===== config.mk =====
export PLATFORM = sky130hd
export DESIGN_NAME = dlpd_front
export DESIGN_NICKNAME = d
export VERILOG_FILES = /design/src/rtl/dlpd_pkg.sv /design/src/rtl/dlpd_front.sv
export SDC_FILE = /design/constraint.sdc
export NUM_CORES = 1
export LEC_CHECK = 0
export ABC_AREA = 1
export BUFFER_PORTS_ARGS = -buffer_cell sky130_fd_sc_hd__buf_2
export CAP_MARGIN = 10
export CORE_ASPECT_RATIO = 1.25
export CORE_MARGIN = 2
export CORE_UTILIZATION = 38
export CTS_CLUSTER_SIZE = 28
export DETAILED_ROUTE_END_ITERATION = 10
export PLACE_DENSITY = 0.72
export SYNTH_ARGS = -nofsm -noshare
export SYNTH_HDL_FRONTEND = slang
export SYNTH_SLANG_ARGS = --single-unit

===== constraint.sdc =====
create_clock -name clk -period 3.6 [get_ports clk]
set_input_delay 0.72 -clock clk [delete_from_list [all_inputs] [get_ports clk]]
set_output_delay 0.72 -clock clk [all_outputs]
set_load 0.1 [all_outputs]

===== src/rtl/dlpd_pkg.sv =====
`timescale 1ns / 1ps

package dlpd_pkg;

    localparam int CFG_IDX_W  = 1;
    localparam int CFG_DATA_W = 11;

    localparam logic [CFG_IDX_W-1:0]  CFG_LINE_WIDTH   = 1'b0;
    localparam logic [CFG_IDX_W-1:0]  CFG_PLANE_MODE   = 1'b1;
    localparam logic [CFG_DATA_W-1:0] LINE_WIDTH_RESET = 11'd320;

    localparam logic [7:0]  STORE_PRESET      = 8'h80;
    localparam logic [15:0] STORE_PAIR_PRESET = {STORE_PRESET, STORE_PRESET};

    typedef struct packed {
        logic [7:0] code_byte;
        logic       frame_start;
    } code_req_t;

    typedef struct packed {
        logic [7:0] left_pixel;
        logic [7:0] right_pixel;
        logic       end_of_line;
        logic       odd_row;
    } pix_req_t;

    typedef struct packed {
        logic [7:0] code;
        logic       first;
        logic       last;
        logic       green_even;
        logic       odd_row;
    } pair_ctl_t;

    typedef struct packed {
        logic full;
        logic empty;
    } q_status_t;

    typedef struct packed {
        logic sweeping;
        logic busy;
        logic clean;
    } back_status_t;

    function automatic logic signed [8:0] delta_of(input logic [3:0] code);
        logic signed [8:0] d;
        unique case (code)
            4'h0: d = -9'sd144;
            4'h1: d = -9'sd110;
            4'h2: d = -9'sd77;
            4'h3: d = -9'sd53;
            4'h4: d = -9'sd35;
            4'h5: d = -9'sd21;
            4'h6: d = -9'sd11;
            4'h7: d = -9'sd3;
            4'h8: d = 9'sd2;
            4'h9: d = 9'sd10;
            4'ha: d = 9'sd20;
            4'hb: d = 9'sd34;
            4'hc: d = 9'sd52;
            4'hd: d = 9'sd76;
            4'he: d = 9'sd110;
            4'hf: d = 9'sd144;
        endcase
        return d;
    endfunction

    function automatic logic [7:0] avg8(input logic [7:0] a, input logic [7:0] b);
        logic [8:0] s;
        s = {1'b0, a} + {1'b0, b};
        return s[8:1];
    endfunction

    function automatic logic [7:0] apply_delta(input logic [7:0] pred, input logic [3:0] code);
        logic signed [8:0] d;
        logic signed [9:0] v;
        logic [7:0]        r;
        d = delta_of(code);
        v = $signed({2'b00, pred}) + $signed({d[8], d});
        if (v[9])
        begin
            r = 8'h00;
        end
        else if (v[8])
        begin
            r = 8'hff;
        end
        else
        begin
            r = v[7:0];
        end
        return r;
    endfunction

endpackage


===== src/rtl/dlpd_front.sv =====
`timescale 1ns / 1ps

module dlpd_front
    import dlpd_pkg::*;
#(
    parameter int MAX_LINE_PIXELS = 1024
)
(
    input  logic                  clk,
    input  logic                  rst_n,
    input  logic                  cfg_valid,
    input  logic [CFG_IDX_W-1:0]  cfg_index,
    input  logic [CFG_DATA_W-1:0] cfg_data,
    input  logic                  code_valid,
    output logic                  code_ready,
    input  code_req_t             code_data,
    output logic                  push,
    output logic [$clog2(MAX_LINE_PIXELS/2)+$bits(pair_ctl_t)-1:0] push_data,
    input  q_status_t             qs,
    input  back_status_t          bs,
    output logic                  clear_req
);

    localparam int HALF  = MAX_LINE_PIXELS / 2;
    localparam int IDX_W = $clog2(HALF);
    localparam int CNT_W = $clog2(HALF + 1);
    localparam int CMP_W = (CNT_W > CFG_DATA_W - 1) ? CNT_W : CFG_DATA_W - 1;

    logic [CFG_DATA_W-1:0] line_width_reg;
    logic                  plane_mode_reg;
    logic [IDX_W-1:0]      col_reg;
    logic                  row_reg;
    logic [IDX_W-1:0]      col_next;
    logic                  row_next;

    logic [CMP_W-1:0] raw_pairs;
    logic [CMP_W-1:0] pairs;
    logic [CMP_W-1:0] col_ext;
    logic [CMP_W-1:0] col_eff;
    logic             row_cur;
    logic             last;
    pair_ctl_t        ctl;

    always_comb
    begin
        raw_pairs = CMP_W'(line_width_reg[CFG_DATA_W-1:1]);
        if (raw_pairs == '0)
        begin
            pairs = CMP_W'(1);
        end
        else if (raw_pairs > CMP_W'(HALF))
        begin
            pairs = CMP_W'(HALF);
        end
        else
        begin
            pairs = raw_pairs;
        end

        col_ext = code_data.frame_start ? '0 : CMP_W'(col_reg);
        col_eff = (col_ext >= pairs) ? '0 : col_ext;
        row_cur = code_data.frame_start ? 1'b0 : row_reg;
        last    = (col_eff == pairs - CMP_W'(1));

        ctl.code       = code_data.code_byte;
        ctl.first      = (col_eff == '0);
        ctl.last       = last;
        ctl.green_even = plane_mode_reg && !row_cur;
        ctl.odd_row    = row_cur;

        col_next = last ? '0 : IDX_W'(col_eff + CMP_W'(1));
        row_next = row_cur ^ last;
    end

    assign code_ready = !qs.full && !bs.sweeping
                        && (!code_data.frame_start || (bs.clean && qs.empty && !bs.busy));
    assign push       = code_valid && code_ready;
    assign push_data  = {col_eff[IDX_W-1:0], ctl};
    assign clear_req  = code_valid && code_data.frame_start;

    always_ff @(posedge clk or negedge rst_n)
    begin
        if (!rst_n)
        begin
            line_width_reg <= LINE_WIDTH_RESET;
            plane_mode_reg <= 1'b0;
            col_reg        <= '0;
            row_reg        <= 1'b0;
        end
        else
        begin
            if (cfg_valid)
            begin
                unique case (cfg_index)
                    CFG_LINE_WIDTH: line_width_reg <= cfg_data;
                    CFG_PLANE_MODE: plane_mode_reg <= cfg_data[0];
                endcase
            end
            if (push)
            begin
                col_reg <= col_next;
                row_reg <= row_next;
            end
        end
    end

endmodule


==> impl_metrics.toml <==
[clocking]
tritoncts_num_sinks = 21
tritoncts.num_buffers = 3
tritoncts = "yes"
cts.clk_slew.worst_paths_ns = 0.09
cts_max_path_buffers = 2
postCtsHoldBufs = 0
clk_root_buffer_cell = "clkbuf_8"
total_number_of_h_tree_levels = 1
clock_latency_of_the_later_clocked_register_in_the_worst_skew_pair_ns = 0.27

[route]
drc = 0
detailroute.via_count = 2389
sum_of_routed_wire_length_over_all_layers_um = 6363
detail-route-antenna-nets = 0
dr.pass1.iters = 4
routed_via_density = 5.138
detail_route.iter0.violations = 88
drt-wirelength-per-cell_um = 13.68

[sta]
setup-violations-final = 3
clock.fmax_ghz = 0.2649
final_critical_delay_including_setup_and_external_delays_ns = 3.775
max-slew-margin-rel = 0.6753
finClkSkew_ns = 0.007099
tightestPinTransition_ns = 0.4859
timing.hold.ws_ns = 0.4001
rsz_0062_raised_after_global_routing = "yes"
slew_violations = 0
endpoints_failing_hold = 0
fin_crit_sh = 1.049
final.setup.worst_slack_ns = -0.1754

[placed_design]
placed_cell_areas_um2 = 2821
place.port_buffers = 37
post_dp_hpwl_um = 4654
gpl_wtd_cong = 0.9486

[synth]
synth-edff-count = 0
postSynthCellCount = 319
yosysMostFrequentCell = "nand2_1"
synth-seq-area-share = 0.2475
synth.top_cells.by_area = "dfrtp_1 (22%), nand2_1 (15%), inv_1 (8.3%)"
synth_top_family_by_area = "simple AND/OR/NAND/NOR gates"
synthDistinctLibCells = 39
synth_largest_type_area_fraction = 0.2229
synth_nets = 361
synth.ff_latch_count = 21
post_synth_arst_share = 1.000
ys_top_cells_by_count = "nand2_1 (84), inv_1 (47), nor2_1 (36)"
yosys.area_share.simple = 0.4270
synth-adder-area-share = 0.07038
post_synth_mux_area_share = 0.02639
synth_warnings = 0
syn_std_cell_area_um2 = 2133
synth_compound_area_frac = 0.08446
dominantRegCellSynth = "dfrtp_1"
synth.largest_area_cell = "dfrtp_1"
synth.avg_cell_area_um2 = 6.687
synthXorXnorAreaFrac = 0.01232

[outcome]
status = "complete, but fails checks"
violations_in_the_final_reports = "negative setup slack"

[floorplan]
start_util = 0.3920
floorplan.die.height_um = 87.77
pin_count = 54
floorplan.rows = 30
coreArea_um2 = 5443
area_enclosed_by_the_die_boundary_um2 = 6233
fp.dieW_um = 71.02

[flow_run]
max-cap-violations = 0

[final_layout]
insertedDiodeCount = 0
nFillCells = 439
area_delta_synth_final_pct = 50.50
final_net_count = 444
layout_cell_share_with_drive_strength_beyond_1 = 0.4040
utilization = 0.5899
largest_register_ff_count = 10
stdcell_area_um2 = 3211

[setup_path]
slowest_delay_ns = 0.40
regToRegEndpoint = "col_reg[6]$_DFFE_PN0P_"
cp.required_ns = 2.88
critical_path.startpoint_type = "flip-flop"
critPathTopFamily = "simple AND/OR/NAND/NOR gates"
worstPathMaxFanout = 8
worst-path-buf-inv = 3
timing.critical_path.slowest_stage_cell = "dfrtp_1"
critical_path.endpoint_type = "primary output"
worst_ep_arrival_time_ns = 3.06
rrSetupSlack_ns = 0.38
cell_depth_of_the_worst_flop_to_flop_path = 25
reg2reg_from = "line_width_reg[4]$_DFFE_PN0P_"
critical_path.cell_chain = "nor2_2 -> nand3_4 -> o21bai_4 -> nand2_2 -> ha_4 -> nand2_4 -> nor2_4 -> nand3_4 -> nand2_4 -> nor2_8 -> nand2_4 -> inv_2 -> nand2_2 -> nand4_1 -> nor2_2 -> nand3_4 -> inv_2 -> buf_12"
timing_worst_setup_path_type = "reg2out"

[worst_hold_path]
hold_removal_path_class = "in2async"

[pwr]
leakagePower_nw = 1.656
share_clk_of_total_power = 0.127
internal-power_w = 0.0006932
power.ir.vdd_worst_mv = 0.2302
power.share.switching = 0.4778
power_density_nw_per_um2 = 413.5
comb_power_share = 0.649
total_power_w = 0.001328
net-switching-power_w = 0.0006344
part_of_the_power_in_registers = 0.224

[grt]
grt_pass1_vias = 2202
grt_max_degree = 22
grt.overflow.total = 0
first_pass_grt_wire_length_um = 9784
grt_antenna_before_repair = 0
gr-usage-all-layers = 0.1991
==> what timing repair did <==
action                                 CTS  global route
setup endpoints to repair                2             3
gates resized for setup                 19            14
pin swaps                               17            17
endpoints found under the hold margin    0             0
buffers inserted                        16            10
==> cell families after synthesis <==
group	Yosys count
simple gates	184
buf+inv	64
compound gates	30
flops	21
fa+ha+maj	12
mux	5
xor+xnor	3
==> power by group through the flow <==
stage,Sequential [W],Clock [W],Combinational (W)
floorplan,0.000300,0,0.000556
global placement,0.000300,0,0.000728
detailed placement,0.000301,0,0.000741
CTS,0.000297,0.000166,0.000808
global route,0.000302,0.000177,0.000919
finish,0.000298,0.000168,0.000862
==> worst max-delay path by stage <==
stage                                              from           end  slack [ns]  cells after the start
after detailed placement                   code_data[0]  push_data[2]       -0.05                     18
after global placement                     code_data[0]  push_data[2]        0.03                     18
after floorplan                            code_data[0]  push_data[2]       -0.35                     15
after CTS                 line_width_reg[4]$_DFFE_PN0P_  push_data[2]       -0.06                     17
after global routing      line_width_reg[4]$_DFFE_PN0P_  push_data[2]       -0.32                     21
final                     line_width_reg[9]$_DFFE_PN0P_  push_data[2]       -0.18                     18
==> layout by cell type, fill, tap and decap left out, drive strengths merged <==
| cell type | synthesis | routed |
|---|---|---|
| inv | 51 | 51 |
| nor2 | 42 | 42 |
| mux2 | 5 | 5 |
| a21oi | 13 | 13 |
| o21a | 1 | 1 |
| xnor2 | 1 | 1 |
| a31oi | 2 | 2 |
| ha | 12 | 12 |
| xor2 | 2 | 2 |
| nand3 | 32 | 32 |
| or2 | 1 | 1 |
| nand3b | 2 | 2 |
| nor3 | 6 | 6 |
| dfstp | 2 | 2 |
| dfrtp | 19 | 19 |
| nand2 | 91 | 91 |
| o41ai | 1 | 1 |
| o21ai | 12 | 12 |
| clkbuf | 1 | 4 |
| o21bai | 1 | 1 |
| buf | 12 | 91 |
| nand4 | 10 | 10 |
==> metal layers <==
metal / global-route usage / routed length (µm)
met3: 0.02417 / 194
met5: 0 / 0
met2: 0.3339 / 3114
met1: 0.2364 / 2667
met4: 0.1407 / 387
==> through the flow <==
step / cells / setup WS [ns] / setup TNS (ns)
4_1_cts: 455 / -0.05587 / -0.08626
5_1_grt: 465 / -0.3240 / -0.7429
3_5_place_dp: 435 / -0.05255 / -0.09634
2_1_floorplan: 319 / -0.3520 / -0.7325
3_3_place_gp: 435 / 0.02556 / 0
6_report: 465 / -0.1754 / -0.2847
==> layout make-up <==
class | instances | area (µm²) | area share
clock buffers | 4 | 45.04 | 0.01403
inverters | 51 | 193.9 | 0.06041
multi-input cells | 234 | 1562 | 0.4864
flip-flops and latches | 21 | 528.0 | 0.1645
well taps | 64 | 80.08 | 0.02494
repair buffers | 91 | 802.0 | 0.2498
No activity file was read; power rests on OpenSTA's default activity.
