--- src/rtl/dlpd_pkg.sv ---
`timescale 1ns / 1ps

package dlpd_pkg;

    localparam int CFG_IDX_W  = 1;
    localparam int CFG_DATA_W = 11;

    localparam logic [CFG_IDX_W-1:0]  CFG_LINE_WIDTH   = 1'b0;
    localparam logic [CFG_IDX_W-1:0]  CFG_PLANE_MODE   = 1'b1;
    localparam logic [CFG_DATA_W-1:0] LINE_WIDTH_RESET = 11'd320;

    localparam logic [7:0]  STORE_PRESET      = 8'h80;
    localparam logic [15:0] STORE_PAIR_PRESET = {STORE_PRESET, STORE_PRESET};

    typedef struct packed {
        logic [7:0] code_byte;
        logic       frame_start;
    } code_req_t;

    typedef struct packed {
        logic [7:0] left_pixel;
        logic [7:0] right_pixel;
        logic       end_of_line;
        logic       odd_row;
    } pix_req_t;

    typedef struct packed {
        logic [7:0] code;
        logic       first;
        logic       last;
        logic       green_even;
        logic       odd_row;
    } pair_ctl_t;

    typedef struct packed {
        logic full;
        logic empty;
    } q_status_t;

    typedef struct packed {
        logic sweeping;
        logic busy;
        logic clean;
    } back_status_t;

    function automatic logic signed [8:0] delta_of(input logic [3:0] code);
        logic signed [8:0] d;
        unique case (code)
            4'h0: d = -9'sd144;
            4'h1: d = -9'sd110;
            4'h2: d = -9'sd77;
            4'h3: d = -9'sd53;
            4'h4: d = -9'sd35;
            4'h5: d = -9'sd21;
            4'h6: d = -9'sd11;
            4'h7: d = -9'sd3;
            4'h8: d = 9'sd2;
            4'h9: d = 9'sd10;
            4'ha: d = 9'sd20;
            4'hb: d = 9'sd34;
            4'hc: d = 9'sd52;
            4'hd: d = 9'sd76;
            4'he: d = 9'sd110;
            4'hf: d = 9'sd144;
        endcase
        return d;
    endfunction

    function automatic logic [7:0] avg8(input logic [7:0] a, input logic [7:0] b);
        logic [8:0] s;
        s = {1'b0, a} + {1'b0, b};
        return s[8:1];
    endfunction

    function automatic logic [7:0] apply_delta(input logic [7:0] pred, input logic [3:0] code);
        logic signed [8:0] d;
        logic signed [9:0] v;
        logic [7:0]        r;
        d = delta_of(code);
        v = $signed({2'b00, pred}) + $signed({d[8], d});
        if (v[9])
        begin
            r = 8'h00;
        end
        else if (v[8])
        begin
            r = 8'hff;
        end
        else
        begin
            r = v[7:0];
        end
        return r;
    endfunction

endpackage

--- src/rtl/dlpd_queue.sv ---
`timescale 1ns / 1ps

module dlpd_queue
    import dlpd_pkg::*;
#(
    parameter int DATA_W = 16
)
(
    input  logic              clk,
    input  logic              rst_n,
    input  logic              push,
    input  logic [DATA_W-1:0] push_data,
    input  logic              pop,
    output logic [DATA_W-1:0] pop_data,
    output q_status_t         qs
);

    logic [DATA_W-1:0] slot_reg [2];
    logic              wr_ptr_reg;
    logic              rd_ptr_reg;
    logic [1:0]        count_reg;
    logic [1:0]        count_next;

    always_comb
    begin
        unique case ({push, pop})
            2'b10:   count_next = count_reg + 2'd1;
            2'b01:   count_next = count_reg - 2'd1;
            default: count_next = count_reg;
        endcase
    end

    always_ff @(posedge clk or negedge rst_n)
    begin
        if (!rst_n)
        begin
            wr_ptr_reg <= 1'b0;
            rd_ptr_reg <= 1'b0;
            count_reg  <= 2'd0;
        end
        else
        begin
            if (push)
            begin
                wr_ptr_reg <= !wr_ptr_reg;
            end
            if (pop)
            begin
                rd_ptr_reg <= !rd_ptr_reg;
            end
            count_reg <= count_next;
        end
    end

    always_ff @(posedge clk)
    begin
        if (push)
        begin
            slot_reg[wr_ptr_reg] <= push_data;
        end
    end

    assign pop_data = slot_reg[rd_ptr_reg];
    assign qs.full  = (count_reg == 2'd2);
    assign qs.empty = (count_reg == 2'd0);

endmodule

--- config.mk ---
export PLATFORM = sky130hd
export DESIGN_NAME = dlpd_queue
export DESIGN_NICKNAME = d
export VERILOG_FILES = /design/src/rtl/dlpd_pkg.sv /design/src/rtl/dlpd_queue.sv
export SDC_FILE = /design/constraint.sdc
export NUM_CORES = 1
export LEC_CHECK = 0
export BUFFER_PORTS_ARGS = -buffer_cell sky130_fd_sc_hd__clkbuf_2
export CORE_MARGIN = 2
export CORE_UTILIZATION = 35
export DETAILED_ROUTE_END_ITERATION = 8
export SKIP_CTS_REPAIR_TIMING = 1
export SYNTH_ARGS = -nofsm -noshare
export SYNTH_HDL_FRONTEND = slang
export SYNTH_SLANG_ARGS = --single-unit
export TNS_END_PERCENT = 1
--- constraint.sdc ---
create_clock -name clk -period 1.7 [get_ports clk]
set_input_delay 0.255 -clock clk [delete_from_list [all_inputs] [get_ports clk]]
set_output_delay 0.255 -clock clk [all_outputs]
set_load 0.01 [all_outputs]
==> impl_metrics.ini, run 1 <==
[timing]
tightest_slew_ns = 0.231
clock.fmax_ghz = 0.649
period_minus_slack_ns = 1.54
fin_crit_sh = 0.906
skew_ns = 0.00332
maxSlewHeadroom = 0.846
rsz0062_at_grt = no
hold_viol_final = 0
setup_viol = 0
slew_viol_final = 0
totalNegativeSetupSlack_ns = 0

[critical_path]
slowest_stage = dfrtp_1
slowest_delay_ns = 0.35
crit_fanout = 9
cp-start-kind = flip-flop
crit_buf_inv = 2
critPathKind = flip-flop to output pin
crit_required_ns = 1.44
cp.arrival_ns = 1.29
end_kind = output pin
path_cells = buf_4 > mux2_2 > clkbuf_2
cp_top_family = flip-flops

[cts]
cts-root-buf = clkbuf_8
cts_tree = done
numCtsBuffers = 5
path_clk_slew_ns = 0.06
clock_sinks = 36
clock_path_buffers = 2
clock_latency_ns = 0.28
htreeDepth = 2

[placed_design]
portBuffers = 37
hpwl_mm = 1.50
gp_congestion = 0.646
placed_cells = 153

[die]
die_x_um = 67.1
io_pins = 38
fp.dieH_um = 67.1
die_area_um2 = 4500
start_util = 0.372
core_area_um2 = 3740
row_count = 22

[global_routing]
grt-ovfl-total = 0
first_global_vias = 767
track_usage = 0.112
grt_pass1_wl_mm = 3.52
grt_max_degree = 17
grt_antenna_before_repair = 0

[synth]
ys_types = 13
syn_area_per_cell_um2 = 21.1
synth_fp_nets = 87
syn_area_um2 = 1390
synth_cells = 66
synth_seq_cells = 36
yosysWarnings = 0
ys_seq_area_frac = 0.763

[finish]
post-route-util = 0.461
fin_cells = 162
syn_to_final_growth_pct = 24.0
n_antenna_cell = 0
largest_register_ffs = 32
design.final.nets = 134
drive_above_1_share = 0.544
fillCellCount = 356

[flow_run]
maxCapViolations = 0

[route]
drt_pass1_iterations = 4
drt_iter0_drc = 23
vias = 703
wl_mm = 2.15
ant_nets = 0
drc = 0
post_drt_wl_per_cell_um = 13.3
avgViaCountPerCell = 4.34

[status]
status = finished clean

[power_and_ir_drop]
max-vdd-ir-drop_v = 0.000679
power_density_nw_per_um2 = 1560
finalPower_mw = 2.69
leakage_nw = 0.711

[hold_path]
hold_class = input pin to flip-flop
[synth_stat cells]
master | n | area, µm²
mux2_2 | 7 | 78.8
mux2_4 | 9 | 135
xnor2_1 | 2 | 17.5
ha_1 | 1 | 12.5
xor2_1 | 3 | 26.3
buf_12 | 1 | 20.0
inv_1 | 1 | 3.75
and2_1 | 1 | 6.26
nor2_1 | 3 | 11.3
and2b_1 | 1 | 7.51
buf_6 | 1 | 11.3
dfrtp_1 | 4 | 100
edfxtp_1 | 32 | 961
[final timing paths]
| check | cells past startpoint | end | start | slack [ns] |
|---|---|---|---|---|
| hold reg to reg | 1 | wr_ptr_reg$_DFFE_PN0P_ | wr_ptr_reg$_DFFE_PN0P_ | 0.49 |
| setup / recovery | 3 | pop_data[4] | rd_ptr_reg$_DFFE_PN0P_ | 0.16 |
| setup reg to reg | 2 | slot_reg[0][11]$_DFFE_PP_ | wr_ptr_reg$_DFFE_PN0P_ | 0.62 |
| max in group asynchronous | 2 | rd_ptr_reg$_DFFE_PN0P_ | rst_n | 1.25 |
| hold / removal | 1 | slot_reg[1][10]$_DFFE_PP_ | push_data[10] | 0.16 |
| min in group asynchronous | 2 | count_reg[0]$_DFFE_PN0P_ | rst_n | 0.32 |
[cells in the final DEF (no fill, tap or decap)]
cell	instances
dlygate4sd3_1	1
buf_4	4
edfxtp_1	32
ha_1	1
and2_1	1
xnor2_1	2
clkinv_1	1
mux2_4	9
clkbuf_8	5
inv_1	1
clkbuf_2	37
clkbuf_1	2
nor2_1	3
xor2_1	3
and2b_1	1
dfrtp_1	4
mux2_2	7
[cells by family (layout without fill, tap and decap cells)]
logic type	after synthesis	in the layout	share of synthesized area
flip-flops	36	36	0.763
XOR/XNOR	5	5	0.0315
AND/OR/NAND/NOR	5	5	0.0180
adder cells (fa/ha/maj)	1	1	0.00899
buffers and inverters	3	51	0.0252
multiplexers	16	16	0.154
[through the flow]
stage,instance area [µm²],setup slack [ns],hold slack (ns)
2_1_floorplan,1390,0.213,-0.0406
3_3_place_gp,1640,0.451,0.0645
3_5_place_dp,1640,0.447,0.0691
4_1_cts,1720,0.138,-0.232
5_1_grt,1730,0.0979,0.158
6_report,1730,0.159,0.165
[power breakdown]
group | switching (mW) | internal, mW
Clock | 0.262 | 0.285
Sequential | 0.0726 | 1.19
Combinational | 0.425 | 0.461
[metal layers]
metal / track usage / share of wire / vias to the layer above
met5: 0 / 0 / -
met4: 0.0612 / 0.019 / 0
met3: 0.0422 / 0.080 / 5
met2: 0.183 / 0.49 / 32
met1: 0.125 / 0.41 / 326
li1: - / - / 340
[cell type report]
type	count	area, µm²	share of cell area
clock buffer	7	76.3	0.0442
clock inverter	1	3.75	0.00218
inverter	1	3.75	0.00218
multi-input combinational	27	295	0.171
sequential	36	1060	0.615
tap	48	60.1	0.0348
timing repair buffer	42	225	0.131
No activity file was read; power rests on OpenSTA's default activity.
==> inputs of run 2 (changes only) <==
--- a/config.mk
+++ b/config.mk
@@ -6,9 +6,11 @@
 export NUM_CORES = 1
 export LEC_CHECK = 0
 export BUFFER_PORTS_ARGS = -buffer_cell sky130_fd_sc_hd__clkbuf_2
+export CORE_ASPECT_RATIO = 1.1
 export CORE_MARGIN = 2
 export CORE_UTILIZATION = 35
 export DETAILED_ROUTE_END_ITERATION = 8
+export PLACE_DENSITY = 0.62
 export SKIP_CTS_REPAIR_TIMING = 1
 export SYNTH_ARGS = -nofsm -noshare
 export SYNTH_HDL_FRONTEND = slang
==> impl_metrics.ini, run 2 (same netlist as run 1, synthesis figures left out) <==
[status]
status = finished clean

[timing]
clock.fmax_ghz = 0.628
tightest_slew_ns = 0.221
maxSlewHeadroom = 0.853
fin_crit_sh = 0.936
hold_viol_final = 0
setup_viol = 0
period_minus_slack_ns = 1.59
slew_viol_final = 0
rsz0062_at_grt = no
totalNegativeSetupSlack_ns = 0
skew_ns = 0.00652

[critical_path]
cp.arrival_ns = 1.34
slowest_stage = mux2_2
critPathKind = flip-flop to output pin
path_cells = buf_4 > mux2_2 > clkbuf_2
cp-start-kind = flip-flop
slowest_delay_ns = 0.36
end_kind = output pin
crit_fanout = 9
crit_required_ns = 1.44

[finish]
layout.area.seq_um2 = 1060
final_common_cell = clkbuf_2
largest_register_ffs = 32
fin_cells = 166
drive_above_1_share = 0.561
multi_input_area_um2 = 295
design.final.nets = 134
mostFrequentLayoutCells = clkbuf_2 (37), edfxtp_1 (32), mux2_4 (9), mux2_2 (7), clkbuf_8 (5)
syn_to_final_growth_pct = 26.3
n_antenna_cell = 0
fillCellCount = 355

[cts]
path_clk_slew_ns = 0.07
clock_path_buffers = 2
htreeDepth = 2
clock_latency_ns = 0.29
clock_sinks = 36
numCtsBuffers = 5
cts-root-buf = clkbuf_8
cts_tree = done

[power_and_ir_drop]
p_switching_mw = 0.774
max-vdd-ir-drop_v = 0.000730
p_int_mw = 2.08
p_sw_frac = 0.271
leakage_nw = 0.726
power_density_nw_per_um2 = 1630
power_frac_clock = 0.251
finalPower_mw = 2.86
combPwrFrac = 0.307
seq_power_share = 0.442

[route]
vias = 699
drt_pass1_iterations = 4
avgViaCountPerCell = 4.21
wl_mm = 2.07
drt_iter0_drc = 5
drc = 0
post_drt_wl_per_cell_um = 12.5
ant_nets = 0

[placed_design]
placed_cells = 157
gp_congestion = 0.639
portBuffers = 37

[die]
start_util = 0.356
die_x_um = 64.1
io_pins = 38
core_area_um2 = 3900
fp.dieH_um = 70.1
row_count = 24
die_area_um2 = 4500

[global_routing]
grt-ovfl-total = 0
grt_pass1_wl_mm = 3.36
grt_antenna_before_repair = 0
grt_max_degree = 17
first_global_vias = 781
track_usage = 0.104

[hold_path]
hold_class = input pin to flip-flop

[flow_run]
maxCapViolations = 0
[run 2: power by group through the flow]
stage / clock network (mW) / logic, mW / registers (mW)
after floorplan: 0 / 0.652 / 1.26
after CTS: 0.734 / 0.902 / 1.27
after global placement: 0 / 0.880 / 1.27
after detailed placement: 0 / 0.900 / 1.28
final: 0.717 / 0.878 / 1.26
after global routing: 0.767 / 0.946 / 1.29
[run 2: worst paths after layout]
| check | startpoint | to | slack (ns) | cells past startpoint |
|---|---|---|---|---|
| hold / removal | push_data[9] | slot_reg[0][9]$_DFFE_PP_ | 0.15 | 1 |
| max in group asynchronous | rst_n | count_reg[1]$_DFFE_PN0P_ | 1.26 | 2 |
| min in group asynchronous | rst_n | rd_ptr_reg$_DFFE_PN0P_ | 0.30 | 2 |
| setup / recovery | rd_ptr_reg$_DFFE_PN0P_ | pop_data[4] | 0.11 | 3 |
| setup reg to reg | wr_ptr_reg$_DFFE_PN0P_ | slot_reg[0][13]$_DFFE_PP_ | 0.63 | 2 |
| hold reg to reg | wr_ptr_reg$_DFFE_PN0P_ | wr_ptr_reg$_DFFE_PN0P_ | 0.49 | 1 |
[run 2: metal layers]
| metal | GRT usage | vias up | share of wire |
|---|---|---|---|
| met5 | 0 | - | 0 |
| met4 | 0.0851 | 0 | 0.037 |
| met3 | 0.0354 | 8 | 0.062 |
| met2 | 0.189 | 26 | 0.53 |
| met1 | 0.0894 | 326 | 0.37 |
| li1 | - | 339 | - |
[run 2: cell type report]
class,count,area share
sequential,36,0.604
multi-input combinational,27,0.168
tap,52,0.0370
timing repair buffer,42,0.128
clock inverter,2,0.0199
clock buffer,6,0.0413
inverter,1,0.00214
[run 2: critical path, delay by kind of cell (launching register included)]
family / cells / cell delay (ns)
mux: 1 / 0.36
flops: 1 / 0.35
buf+inv: 2 / 0.34
[run 2: metrics by stage]
step           area (µm²)   util  setup slack, ns  hold WS (ns)
2_1_floorplan        1390      -            0.213       -0.0406
3_3_place_gp         1640  0.420            0.446        0.0673
3_5_place_dp         1640  0.420            0.417        0.0687
4_1_cts              1750  0.448           0.0867        -0.242
5_1_grt              1760  0.450           0.0445         0.148
6_report             1760  0.450            0.108         0.154
